[src/design/assert_macros.svh]
// Assertion macros shared by the quaternion accumulator RTL.
`ifndef ASSERT_MACROS_SVH
`define ASSERT_MACROS_SVH

`ifndef ASSERT_OFF

// Checked on every rising edge of clk_i, disabled while rst_ni is low.
`define QPA_ASSERT(lbl, prop, msg) \
  lbl: assert property (@(posedge clk_i) disable iff (!rst_ni) prop) else $error(msg);

// Checked on every rising edge of clk_i, reset included.
`define QPA_ASSERT_ALWAYS(lbl, prop, msg) \
  lbl: assert property (@(posedge clk_i) prop) else $error(msg);

`else

`define QPA_ASSERT(lbl, prop, msg)
`define QPA_ASSERT_ALWAYS(lbl, prop, msg)

`endif

`endif

[src/design/qpa_pkg.sv]
// Types, constants and product term tables for the quaternion accumulator.
package qpa_pkg;

  localparam int FracBits = 14;
  localparam int CompWidth = 16;
  localparam int NumComp = 4;
  localparam int OpW = 2;

  localparam int QuatW = NumComp * CompWidth;
  localparam int TdataW = ((QuatW + 7) / 8) * 8;
  localparam int ProdW = 2 * CompWidth;
  localparam int SumW = (2 * CompWidth + 2 > FracBits + CompWidth + 1) ?
                        2 * CompWidth + 2 : FracBits + CompWidth + 1;
  localparam int ShW = SumW - FracBits;

  localparam logic [1:0] IdxX = 2'd0;
  localparam logic [1:0] IdxY = 2'd1;
  localparam logic [1:0] IdxZ = 2'd2;
  localparam logic [1:0] IdxW = 2'd3;

  typedef logic [CompWidth-1:0] comp_t;
  typedef logic [NumComp-1:0][CompWidth-1:0] quat_t;

  typedef enum logic [OpW-1:0] {
    OpLoad    = 2'd0,
    OpPremul  = 2'd1,
    OpPostmul = 2'd2,
    OpRead    = 2'd3
  } opcode_e;

  typedef struct packed {
    comp_t res;
    logic  sat;
  } lane_res_t;

  typedef struct packed {
    logic  sat;
    quat_t quat;
  } payload_t;

  localparam comp_t CompMax = {1'b0, {(CompWidth-1){1'b1}}};
  localparam comp_t IdentityW = (FracBits > CompWidth - 2) ? CompMax :
                                (comp_t'(1) << FracBits);
  localparam quat_t IdentityQuat = {IdentityW, comp_t'(0), comp_t'(0), comp_t'(0)};

  // Hamilton product a*b, lane = result component, term = one of four products
  localparam logic [1:0] TermA [NumComp][NumComp] = '{
    '{IdxW, IdxX, IdxY, IdxZ},
    '{IdxW, IdxX, IdxY, IdxZ},
    '{IdxW, IdxX, IdxY, IdxZ},
    '{IdxW, IdxX, IdxY, IdxZ}
  };
  localparam logic [1:0] TermB [NumComp][NumComp] = '{
    '{IdxX, IdxW, IdxZ, IdxY},
    '{IdxY, IdxZ, IdxW, IdxX},
    '{IdxZ, IdxY, IdxX, IdxW},
    '{IdxW, IdxX, IdxY, IdxZ}
  };
  localparam logic TermNeg [NumComp][NumComp] = '{
    '{1'b0, 1'b0, 1'b0, 1'b1},
    '{1'b0, 1'b1, 1'b0, 1'b0},
    '{1'b0, 1'b0, 1'b1, 1'b0},
    '{1'b0, 1'b1, 1'b1, 1'b1}
  };

endpackage

[src/design/qpa_lane.sv]
// One product lane: signed four-term dot product, round half up, saturate.
module qpa_lane (
  input  qpa_pkg::quat_t            lhs_i,
  input  qpa_pkg::quat_t            rhs_i,
  input  logic [qpa_pkg::NumComp-1:0] neg_i,
  output qpa_pkg::lane_res_t        res_o
);
  import qpa_pkg::*;

  localparam logic signed [SumW-1:0] RoundConst = SumW'(1) <<< (FracBits - 1);

  logic signed [ProdW-1:0] prod [NumComp];
  logic signed [SumW-1:0]  term [NumComp];
  logic signed [SumW-1:0]  sum;
  logic signed [SumW-1:0]  shifted;
  logic [ShW-1:0]          trunc;
  logic                    fits;

  for (genvar t = 0; t < NumComp; t++) begin : g_term
    assign prod[t] = $signed(lhs_i[t]) * $signed(rhs_i[t]);
    assign term[t] = neg_i[t] ? -SumW'(prod[t]) : SumW'(prod[t]);
  end

  always_comb begin
    sum = RoundConst;
    for (int t = 0; t < NumComp; t++) begin
      sum = sum + term[t];
    end
  end

  assign shifted = sum >>> FracBits;
  assign trunc = shifted[ShW-1:0];
  assign fits = (&trunc[ShW-1:CompWidth-1]) || !(|trunc[ShW-1:CompWidth-1]);

  always_comb begin
    if (fits) begin
      res_o.res = trunc[CompWidth-1:0];
      res_o.sat = 1'b0;
    end else begin
      res_o.res = trunc[ShW-1] ? ~CompMax : CompMax;
      res_o.sat = 1'b1;
    end
  end

endmodule

[config.mk]
export PLATFORM = sky130hd
export DESIGN_NAME = qpa_lane
export DESIGN_NICKNAME = d
export VERILOG_FILES = /design/src/design/assert_macros.svh /design/src/design/qpa_pkg.sv /design/src/design/qpa_lane.sv
export SDC_FILE = /design/constraint.sdc
export NUM_CORES = 2
export LEC_CHECK = 0
export BUFFER_PORTS_ARGS = -buffer_cell sky130_fd_sc_hd__buf_2
export CAP_MARGIN = 20
export CORE_AREA = 5 5 347 281
export DETAILED_ROUTE_END_ITERATION = 8
export DIE_AREA = 0 0 352 286
export PLACE_DENSITY_LB_ADDON = 0.08
export SYNTH_ARGS = -nofsm -noshare
export SYNTH_HDL_FRONTEND = slang
export SYNTH_SLANG_ARGS = --single-unit
export TNS_END_PERCENT = 100
[constraint.sdc]
create_clock -name vclk -period 32.9
set_input_delay 4.935 -clock vclk [all_inputs]
set_output_delay 4.935 -clock vclk [all_outputs]
set_load 0.1 [all_outputs]
# Word-level counts from Yosys, hierarchy flattened
# Index checks and enable logic that the tools add are counted.
dict set report op_classes {
  add_sub_neg 8
  mul 4
  n_reduce_logical 4
  muxes 6
}
# cell count
set op_table {}
lappend op_table {{34-bit 2-to-1 mux} 4}
lappend op_table {{32-bit negation with 34-bit output} 4}
lappend op_table {{16-bit by 16-bit multiplier with 32-bit output} 4}
lappend op_table {{34-bit adder} 3}
lappend op_table {{15-bit by 34-bit adder with 34-bit output, first input constant} 1}
lappend op_table {{17-bit 2-to-1 mux} 1}
lappend op_table {{16-bit 2-to-1 mux} 1}
lappend op_table {{5-bit AND reduction} 1}
lappend op_table {{5-bit OR reduction} 1}
lappend op_table {{1-bit logical NOT} 1}
lappend op_table {{1-bit logical OR} 1}
dict set report word_totals {
  in_bits 132
  register_bits 0
  output_inout_bits 17
  wordCells 22
}

# Logic depth before layout (Yosys ltp)
dict set report depth {
  depth_word 11
  depth_mapped 45
  mapped_depth_nobuf 42
}

# Worst setup path before layout
# OpenSTA, ideal clock, no wires.
dict set report synth_path {
  path_kind {input port to output port}
  from {input rhs_i[49] in the netlist's numbering}
  to {output res_o[1] in the netlist's numbering}
  cell_stages 37
  slack_ps 11319
  path_buffers 1
  arrival_ps 16646
  t_required_ps 27965
  path_cell_list {clkbuf_1 nand2_1 fa_1 fa_1 fa_1 inv_1 fa_1 fa_1 inv_1 fa_1 inv_1 ha_1 a21oi_1 o22ai_1 or4_1 o211ai_1 o2111ai_1 nor3_1 nand2_1 or4_1 o21ai_0 xnor2_1 fa_1 fa_1 ha_1 ha_1 a21o_1 a21oi_1 o21bai_1 a41oi_1 a21oi_1 o21ai_0 nand2b_1 and3_1 o311ai_1 nor2_1 o21ai_0}
}
# element line
set synth_rtl {}
lappend synth_rtl {{from (decl)} qpa_lane.sv:4} ;# input qpa_pkg::quat_t rhs_i,
lappend synth_rtl {{to (decl)} qpa_lane.sv:6} ;# output qpa_pkg::lane_res_t res_o

==> flow_summary.toml <==
[status]
status = "complete, no violations"

[timing]
slew_violations = 0
max-slew-margin-rel_pct = 42.7
maxClockFrequency_mhz = 45.7
timing.setup.tns_ns = 0
rsz0062_at_grt = "no"
hold_viol_final = 0
period_share_pct = 66.5
min_period_ns = 21.89
hold_ws_ns = 11.40
setup_viol = 0
tightest_slew_ns = 0.848
fin_ws_ns = 11.01

[logic_synthesis]
synth_area_per_cell_um2 = 8.74
syn_inst = 5300
syn-num-nets = 6938
synth_top_family_by_area = "adder cells"
ys_warn_count = 0
synth_fa_ha_area_share_pct = 58.7
mappedNetlistArea_um2 = 46300
synthMuxAreaShare_pct = 0.224
yosysSeqAreaShare_pct = 0
synth-simple-area-share_pct = 16.7
synth_compound_gate_area_share_pct = 7.49
synth_cell_types = 86
synth_xor_area_share_pct = 5.14

[clocking]
post_cts_buffers = 0
post_cts_resized = 0
postCtsHoldBufs = 0

[layout]
nFlopsAndLatches = 0
multi_input_area_um2 = 40900
fillers = 9125
seq_area_um2 = 0
final_core_util_pct = 51.1
num-clock-buffers = 0
mostFrequentLayoutCells = "inv_1 (1,278), fa_1 (1,113), nand2_1 (661)"
syn_to_final_growth_pct = 3.66
drive_gt1_share_pct = 3.75
mostFrequentLayoutCell = "inv_1"
num-nets-final = 6926

[detailed_routing]
drc = 0
drt-initial-drc-count = 1897
first_pass_iters = 5
num_vias = 34148
drt-vias-per-instance = 5.24
finalWirelength_mm = 116
routedWlPerCell_um = 17.7
drtAntennaViolNets = 0

[place]
place_congestion = 0.870
dp_hpwl_mm = 99.6
io_buffers = 149
dp_slack_ns = 11.01

[critical_path]
cp_common_cell = "fa_1"
critical_path_arrival_ns = 16.96
critPathMaxFanout = 16
start_kind = "input port"
slowest_delay_ns = 0.76
critical_path_class = "input port to primary output"
critPathSlowestCell = "or4_1"
cp-end-kind = "primary output"
cp.required_ns = 27.96

[grt]
grt_pass1_wl_mm = 195
grt_pass1_vias = 36151
antenna_found_initial = 7
track_usage_pct = 23.9
grt_max_degree = 37
gr-total-overflow = 0

[min_path]
min_path_type = "input port to primary output"

[floorplan]
design.die.area_um2 = 101000
die_w_um = 352
core_um2 = 93900
io_pins = 149
initial_core_util_pct = 49.3
rows = 101
die_h_um = 286

[flow_run]
cap_violations = 0
## worst paths after layout
path / from / end / slack [ns] / cells past startpoint
setup / recovery: lhs_i[56] / res_o[5] / 11.01 / 40
hold / removal: neg_i[2] / res_o[16] / 11.40 / 6
## critical path: cells and delay by family
| family | cells | cell delay [ns] |
|---|---|---|
| buffers and inverters | 7 | 1.17 |
| adders and majority gates | 11 | 4.99 |
| AOI/OAI and AO/OA | 12 | 2.51 |
| xor gates and xnor gates | 2 | 0.59 |
| and+or+nand+nor | 8 | 2.78 |
## logic make-up (layout without fill, tap and decap cells)
logic type	after synthesis	count (layout)
xor+xnor	270	270
other cells	0	1
fa+ha+maj	1506	1506
simple gates	1550	1550
mux	10	10
compound gates	518	518
buf+inv	1446	1432
## layout make-up
class | count | share of cell area, %
tap | 1236 | 3.22
timing repair buffer | 151 | 1.58
inverter | 1281 | 10.0
multi-input combinational | 3854 | 85.2
antenna | 1 | 0.00521
## cell usage after synthesis, drive strengths merged, types with 13 or more instances
library cell,number,area share [%]
inv,1278,10
fa,1113,48
nand2,661,5.4
and2,467,6.3
ha,393,11
xnor2,173,3.3
clkbuf,164,1.3
nor2,132,1.1
o21ai,132,1.5
a21oi,115,1.3
xor2,96,1.8
nand2b,56,0.76
a21o,50,0.81
nand3,49,0.53
nor3,34,0.37
o31ai,29,0.48
o21a,25,0.41
nand4,24,0.32
or3,22,0.30
a211oi,20,0.32
o211ai,20,0.32
and3,17,0.23
or2,17,0.23
nor2b,16,0.22
a31oi,13,0.18
nor4,13,0.21
## metal layers
metal / GRT usage, % / up-vias / share of wire [%]
met2: 37.6 / 747 / 44
met3: 3.30 / 97 / 6.0
li1: - / 15932 / -
met5: 0 / - / 0.023
met1: 36.6 / 17368 / 48
met4: 2.21 / 4 / 1.1
## stage by stage
step,cells,area (um^2)
after CTS,6521,48000
final,6523,48000
after detailed placement,6521,48000
after floorplan,5300,46300
after global routing,6522,48000
after global placement,6520,48000
Power is not shown: default switching activity piles up to over one toggle a cycle in this logic, so the estimate is an artifact.
