[src/design/assert_macros.svh]
// Assertion macros shared by the quaternion accumulator RTL.
`ifndef ASSERT_MACROS_SVH
`define ASSERT_MACROS_SVH

`ifndef ASSERT_OFF

// Checked on every rising edge of clk_i, disabled while rst_ni is low.
`define QPA_ASSERT(lbl, prop, msg) \
  lbl: assert property (@(posedge clk_i) disable iff (!rst_ni) prop) else $error(msg);

// Checked on every rising edge of clk_i, reset included.
`define QPA_ASSERT_ALWAYS(lbl, prop, msg) \
  lbl: assert property (@(posedge clk_i) prop) else $error(msg);

`else

`define QPA_ASSERT(lbl, prop, msg)
`define QPA_ASSERT_ALWAYS(lbl, prop, msg)

`endif

`endif

[src/design/qpa_pkg.sv]
// Types, constants and product term tables for the quaternion accumulator.
package qpa_pkg;

  localparam int FracBits = 14;
  localparam int CompWidth = 16;
  localparam int NumComp = 4;
  localparam int OpW = 2;

  localparam int QuatW = NumComp * CompWidth;
  localparam int TdataW = ((QuatW + 7) / 8) * 8;
  localparam int ProdW = 2 * CompWidth;
  localparam int SumW = (2 * CompWidth + 2 > FracBits + CompWidth + 1) ?
                        2 * CompWidth + 2 : FracBits + CompWidth + 1;
  localparam int ShW = SumW - FracBits;

  localparam logic [1:0] IdxX = 2'd0;
  localparam logic [1:0] IdxY = 2'd1;
  localparam logic [1:0] IdxZ = 2'd2;
  localparam logic [1:0] IdxW = 2'd3;

  typedef logic [CompWidth-1:0] comp_t;
  typedef logic [NumComp-1:0][CompWidth-1:0] quat_t;

  typedef enum logic [OpW-1:0] {
    OpLoad    = 2'd0,
    OpPremul  = 2'd1,
    OpPostmul = 2'd2,
    OpRead    = 2'd3
  } opcode_e;

  typedef struct packed {
    comp_t res;
    logic  sat;
  } lane_res_t;

  typedef struct packed {
    logic  sat;
    quat_t quat;
  } payload_t;

  localparam comp_t CompMax = {1'b0, {(CompWidth-1){1'b1}}};
  localparam comp_t IdentityW = (FracBits > CompWidth - 2) ? CompMax :
                                (comp_t'(1) << FracBits);
  localparam quat_t IdentityQuat = {IdentityW, comp_t'(0), comp_t'(0), comp_t'(0)};

  // Hamilton product a*b, lane = result component, term = one of four products
  localparam logic [1:0] TermA [NumComp][NumComp] = '{
    '{IdxW, IdxX, IdxY, IdxZ},
    '{IdxW, IdxX, IdxY, IdxZ},
    '{IdxW, IdxX, IdxY, IdxZ},
    '{IdxW, IdxX, IdxY, IdxZ}
  };
  localparam logic [1:0] TermB [NumComp][NumComp] = '{
    '{IdxX, IdxW, IdxZ, IdxY},
    '{IdxY, IdxZ, IdxW, IdxX},
    '{IdxZ, IdxY, IdxX, IdxW},
    '{IdxW, IdxX, IdxY, IdxZ}
  };
  localparam logic TermNeg [NumComp][NumComp] = '{
    '{1'b0, 1'b0, 1'b0, 1'b1},
    '{1'b0, 1'b1, 1'b0, 1'b0},
    '{1'b0, 1'b0, 1'b1, 1'b0},
    '{1'b0, 1'b1, 1'b1, 1'b1}
  };

endpackage

[src/design/qpa_skid.sv]
// Output register with one skid entry between the accumulator and the result stream.
module qpa_skid (
  input  logic              clk_i,
  input  logic              rst_ni,
  input  logic              in_valid_i,
  output logic              in_ready_o,
  input  qpa_pkg::payload_t in_data_i,
  output logic              out_valid_o,
  input  logic              out_ready_i,
  output qpa_pkg::payload_t out_data_o
);
  import qpa_pkg::*;

  `include "assert_macros.svh"

  logic     out_valid_q, out_valid_d;
  logic     skid_valid_q, skid_valid_d;
  payload_t out_data_q, out_data_d;
  payload_t skid_data_q, skid_data_d;
  logic     push;
  logic     drain;

  assign in_ready_o = !skid_valid_q;
  assign push = in_valid_i && in_ready_o;
  assign drain = out_valid_q && out_ready_i;

  always_comb begin
    out_valid_d = out_valid_q;
    skid_valid_d = skid_valid_q;
    out_data_d = out_data_q;
    skid_data_d = skid_data_q;
    priority if (skid_valid_q) begin
      if (drain) begin
        out_data_d = skid_data_q;
        skid_valid_d = 1'b0;
      end
    end else if (push) begin
      if (!out_valid_q || drain) begin
        out_data_d = in_data_i;
        out_valid_d = 1'b1;
      end else begin
        skid_data_d = in_data_i;
        skid_valid_d = 1'b1;
      end
    end else if (drain) begin
      out_valid_d = 1'b0;
    end
  end

  always_ff @(posedge clk_i or negedge rst_ni) begin
    if (!rst_ni) begin
      out_valid_q <= 1'b0;
      skid_valid_q <= 1'b0;
    end else begin
      out_valid_q <= out_valid_d;
      skid_valid_q <= skid_valid_d;
    end
  end

  always_ff @(posedge clk_i) begin
    out_data_q <= out_data_d;
    skid_data_q <= skid_data_d;
  end

  assign out_valid_o = out_valid_q;
  assign out_data_o = out_data_q;

  `QPA_ASSERT(a_skid_needs_out, skid_valid_q |-> out_valid_q, "skid full with output empty")
  `QPA_ASSERT(a_skid_holds, skid_valid_q && !out_ready_i |=> skid_valid_q && $stable(skid_data_q), "skid entry lost")
  `QPA_ASSERT(a_out_holds, out_valid_q && !out_ready_i |=> out_valid_q && $stable(out_data_q), "stalled result changed")
  `QPA_ASSERT_ALWAYS(a_reset_empty, !rst_ni |=> !out_valid_o && in_ready_o, "buffer not empty in reset")

endmodule

[config.mk]
export PLATFORM = sky130hd
export DESIGN_NAME = qpa_skid
export DESIGN_NICKNAME = d
export VERILOG_FILES = /design/src/design/qpa_pkg.sv /design/src/design/qpa_skid.sv
export VERILOG_INCLUDE_DIRS = /design/src /design/src/design
export SDC_FILE = /design/constraint.sdc
export NUM_CORES = 1
export LEC_CHECK = 0
export ABC_AREA = 1
export ABC_CLOCK_PERIOD_IN_PS = 14120
export BUFFER_PORTS_ARGS = -buffer_cell sky130_fd_sc_hd__clkbuf_2
export CAP_MARGIN = 30
export CORE_ASPECT_RATIO = 1.1
export CORE_MARGIN = 2
export CORE_UTILIZATION = 55
export DETAILED_ROUTE_END_ITERATION = 12
export GPL_ROUTABILITY_DRIVEN = 0
export GPL_TIMING_DRIVEN = 1
export PLACE_DENSITY_LB_ADDON = 0.08
export SYNTH_ARGS = -nofsm -noshare
export SYNTH_HDL_FRONTEND = slang
export SYNTH_SLANG_ARGS = --single-unit
[constraint.sdc]
create_clock -name clk_i -period 14.12 [get_ports clk_i]
set_clock_uncertainty 0.05 [all_clocks]
set_input_delay 2.824 -clock clk_i [delete_from_list [all_inputs] [get_ports clk_i]]
set_output_delay 2.824 -clock clk_i [all_outputs]
set_load 0.03 [all_outputs]
; After elaboration in Yosys (flattened, before gate mapping)
; Index checks and enable logic that the tools add are counted.
[classes]
n_bitwise = 2
muxes = 11
n_eq_ne = 2
reduce_logical = 11
[op_table]
columns = cell, n
row1 = 65-bit two-way mux, 4
row2 = 3-bit AND reduction, 3
row3 = 1-bit two-way mux, 7
row4 = 2-bit nonzero test, 3
row5 = "2-bit by 1-bit != test with 1-bit output, second input constant", 2
row6 = 1-bit logical AND, 2
row7 = 1-bit logical NOT, 2
row8 = 1-bit inverter, 2
row9 = 1-bit logical OR, 1
[word_totals]
word_cells = 38
inputBits = 69
out_inout_bits = 67
ff_bits = 132

; Longest topological paths before layout
[depth]
depth_word = 5
ltp_mapped = 6
mapped_depth_nobuf = 4

; Worst setup path before layout
; OpenSTA, ideal clock, no wires.
[synth_timing]
kind = input to register
startpoint = input in_valid_i
endpoint = register out_data_q (netlist bit out_data_o[0]), enable pin
path_buffers = 0
required_ns = 13.561
slack_ns = 7.512
t_arrival_ns = 6.049
cell_stages = 2
setup_ns = 0.509
cell_sequence = nand2_1 > a21oi_1
[synth_between]
elab_chain_len = 3
[synth_lines]
columns = element, line_no
row1 = start: declaration, qpa_skid.sv:5  ; input logic in_valid_i,
row2 = 1-bit logical AND, qpa_skid.sv:24  ; assign push = in_valid_i && in_ready_o;
row3 = 2-bit nonzero test (no line), --
row4 = 3-bit AND reduction (no line), --
row5 = end signal: assignment, qpa_skid.sv:61  ; out_data_q <= out_data_d;
row6 = end: declaration, qpa_skid.sv:18  ; payload_t out_data_q, out_data_d;
; Every way passes these cells.
; A chain may end at the register's enable or synchronous reset.

; Worst setup path after layout
[layout_timing]
startpoint = register skid_valid_q
endpoint = output in_ready_o
[layout_between]
elab_chain_len = 1
[layout_lines]
columns = element, line_no
row1 = start: declaration, qpa_skid.sv:17  ; logic skid_valid_q, skid_valid_d;
row2 = start signal: assignment, qpa_skid.sv:56  ; skid_valid_q <= skid_valid_d;
row3 = 1-bit logical NOT, qpa_skid.sv:23  ; assign in_ready_o = !skid_valid_q;
row4 = end: declaration, qpa_skid.sv:6  ; output logic in_ready_o,
; Every way passes these cells.

==> results.md <==
* Status: finished, final reports clean
* Worst hold path type: flop to flop
* Congestion Overflow GR at 0
* Met2 usage at 0.3343
* Area post-placement at roughly 5600 µm²
* Cell breakdown of the critical path: inv_2, buf_12, clkbuf_2
* Drt first pass iters at 4
* First DRT Iteration DRCs at about 210
* Final Max Slew Viols at 0
* # clock sinks at between 100 and 150
* Clk slew on worst S/H paths at ~0.060 ns
* Worst-skew pair later-pin latency at around 0.50 ns
* Leak at 2.736 nW
* Worst-Margin Slew at about 0.84 ns
* Fraction of layout instances using a drive strength above 1 at 0.3346
* Vias in the first global route at between 3000 and 4000
* Detailed placement HPWL at between 5000 and 6000 µm
* Num CTS Buffers at 17
* Synth Register Bits at around 130
* Largest net degree at the start of global routing at 69
* Fin crit period at approximately 4.7 ns
* Crit-path max FO at 43
* Slew HR at 0.4417
* Final WL at between 9000 and 10000 µm
* Gr busiest metal: met2
* Yosys warnings at 0
* Peak supply drop at between 0.1 and 0.15 mV
* Most frequent cells in the layout: 202 x nand2_1, 135 x clkbuf_2, 130 x edfxtp_1, 16 x clkbuf_16, 4 x bufinv_16
* Antenna-violating nets left at 0
* Via count at about 3000
* Clock buffer depth at 2
* Die area at 9602 µm²
* Max Clk Rate at roughly 0.21 GHz
* Critical Path Source: skid_valid_q
* DRC viols at 0
* Final Hold Violating Endpoints at 0
* Critical path capture point type: primary output
* Average size of a mapped cell at approximately 14 µm²
* Critical path class: flop to primary output
* Sequential fraction of the synthesis area at 0.8138
* Cells after Synth at roughly 360
* Max Cap Viol at 0
* H-tree levels at 4
* Most common cell after layout, fill and taps aside: nand2_1
* Worst path required time at 11.25 ns
* Mapped Area at roughly 4900 µm²
* Final setup viols at 0
* GR Util met1 at 0.2544
* Register area at approximately 4000 µm²
* # rows at 35
* Routed vias/inst at about 4.8
* First-pass GRT wire length at between 10000 and 15000 µm
* CP max-delay cell: dfrtp_2
* Antenna diodes at 0
* Multi-input gate area at about 800 µm²
* Horiz. Die Dim at about 94 µm
* Wire per inst at roughly 15 µm
* PD cells at 235.5 nW/µm²
* CTS tree: done
* Worst Path Buf+Inv at 3
* Root Buffer: clkbuf_8
* Final Non-Filler Cells at around 630
* RSZ-0062 raised after global routing: false
* WP data arrival at around 1.8 ns
* Delay-heaviest family, CP: buffers and inverters
* Final Cycle Share at 0.3297
* Total track usage at 0.2048
* Design area at 6222 µm²
* Worst hold start: skid_data_q[18]
* CORE AREA at approximately 8500 µm²
* Startpoint types: flop
* # resized after CTS at 0
* Post-layout util at 0.7324
* Area growth syn-to-layout at 28.07%
* Inst Count DP at slightly below 600
* Net count after synthesis at 427
* Fin Setup TNS at 0 ns
* Fillers at 600
* Hold_buf cts at 0
* Post-CTS Setup Repair Bufs at 0
* Height of the die at just over 100 µm
* Reg-to-Reg Start: skid_valid_q
* Io pins at 136
* Initial antenna violation count at 0
* Max stage delay on crit path at roughly 0.4 ns
* Yosys cell types at 12
* Starting density of the core at 0.5719
* Port-buffer cells at 135
* Grt met3 use at 0.06871
* Final nets at 570
==> logic make-up (layout without fill, tap and decap cells) <==
group,count (synthesis),after routing,share of synthesized area
and+or+nand+nor,205,205,0.1586
DFF,132,132,0.8138
AOI/OAI and AO/OA,1,1,0.001029
buffers and inverters,20,176,0.02652
==> Yosys cell counts <==
library cell | number | area [µm²]
nand2_1 | 202 | 758.2
edfxtp_1 | 130 | 3904
buf_2 | 7 | 35.03
buf_6 | 5 | 56.30
inv_1 | 4 | 15.01
buf_4 | 2 | 15.01
dfrtp_1 | 2 | 50.05
nor2_1 | 2 | 7.510
a21oi_1 | 1 | 5.000
clkbuf_1 | 1 | 3.750
inv_2 | 1 | 3.750
nand3_1 | 1 | 5.000
==> cell type report <==
class	count	share of cell area
flip-flops and latches	132	0.6356
multi-input cells	206	0.1265
repair buffers	139	0.1154
clock buffers	19	0.06777
clock inverters	13	0.02936
well taps	111	0.02232
inverters	5	0.003016
==> registers in the layout, indices dropped and copies added (netlist names) <==
name,flops
skid_valid_q,1
out_valid_o,1
skid_data_q,65
out_data_o,65
==> per-layer routing <==
layer / share of wire / up-vias
met5: 0 / -
met4: 0.020 / 0
met3: 0.075 / 20
met2: 0.50 / 119
met1: 0.40 / 1388
li1: - / 1498
==> report_power, final <==
group | switching, mW | internal (mW)
combinational | 0.322 | 0.0954
clock | 0.158 | 0.286
sequential | 0.0296 | 0.573
total | 0.510 | 0.955
==> stage by stage <==
step | power (mW) | hold slack [ns] | setup WS, ns
6_report | 1.465 | 0.4603 | 9.465
5_1_grt | 1.535 | 0.4930 | 9.371
4_1_cts | 1.477 | 0.4656 | 9.450
3_5_place_dp | 1.030 | 0.4523 | 9.360
3_3_place_gp | 1.014 | 0.4472 | 9.361
2_1_floorplan | 0.9205 | 0.4404 | 7.512
==> final timing paths <==
path                            cells past startpoint             end  slack (ns)
worst max-delay path                                3      in_ready_o        9.46
max in group asynchronous                           1    skid_valid_q       11.87
worst max register to register                      4  out_data_o[57]       11.22
min in group asynchronous                           1    skid_valid_q        2.04
worst min register to register                      2  out_data_o[18]        0.46
worst min-delay path                                2  out_data_o[18]        0.46
==> worst reg2reg max path, cell delays in order, from the launching register on <==
cell,delay [ns]
dfrtp_2,0.36
buf_4,0.55
nand2_1,0.24
a21oi_4,0.73
buf_4,0.60
Note: power is estimated with default switching activity, not from simulation.
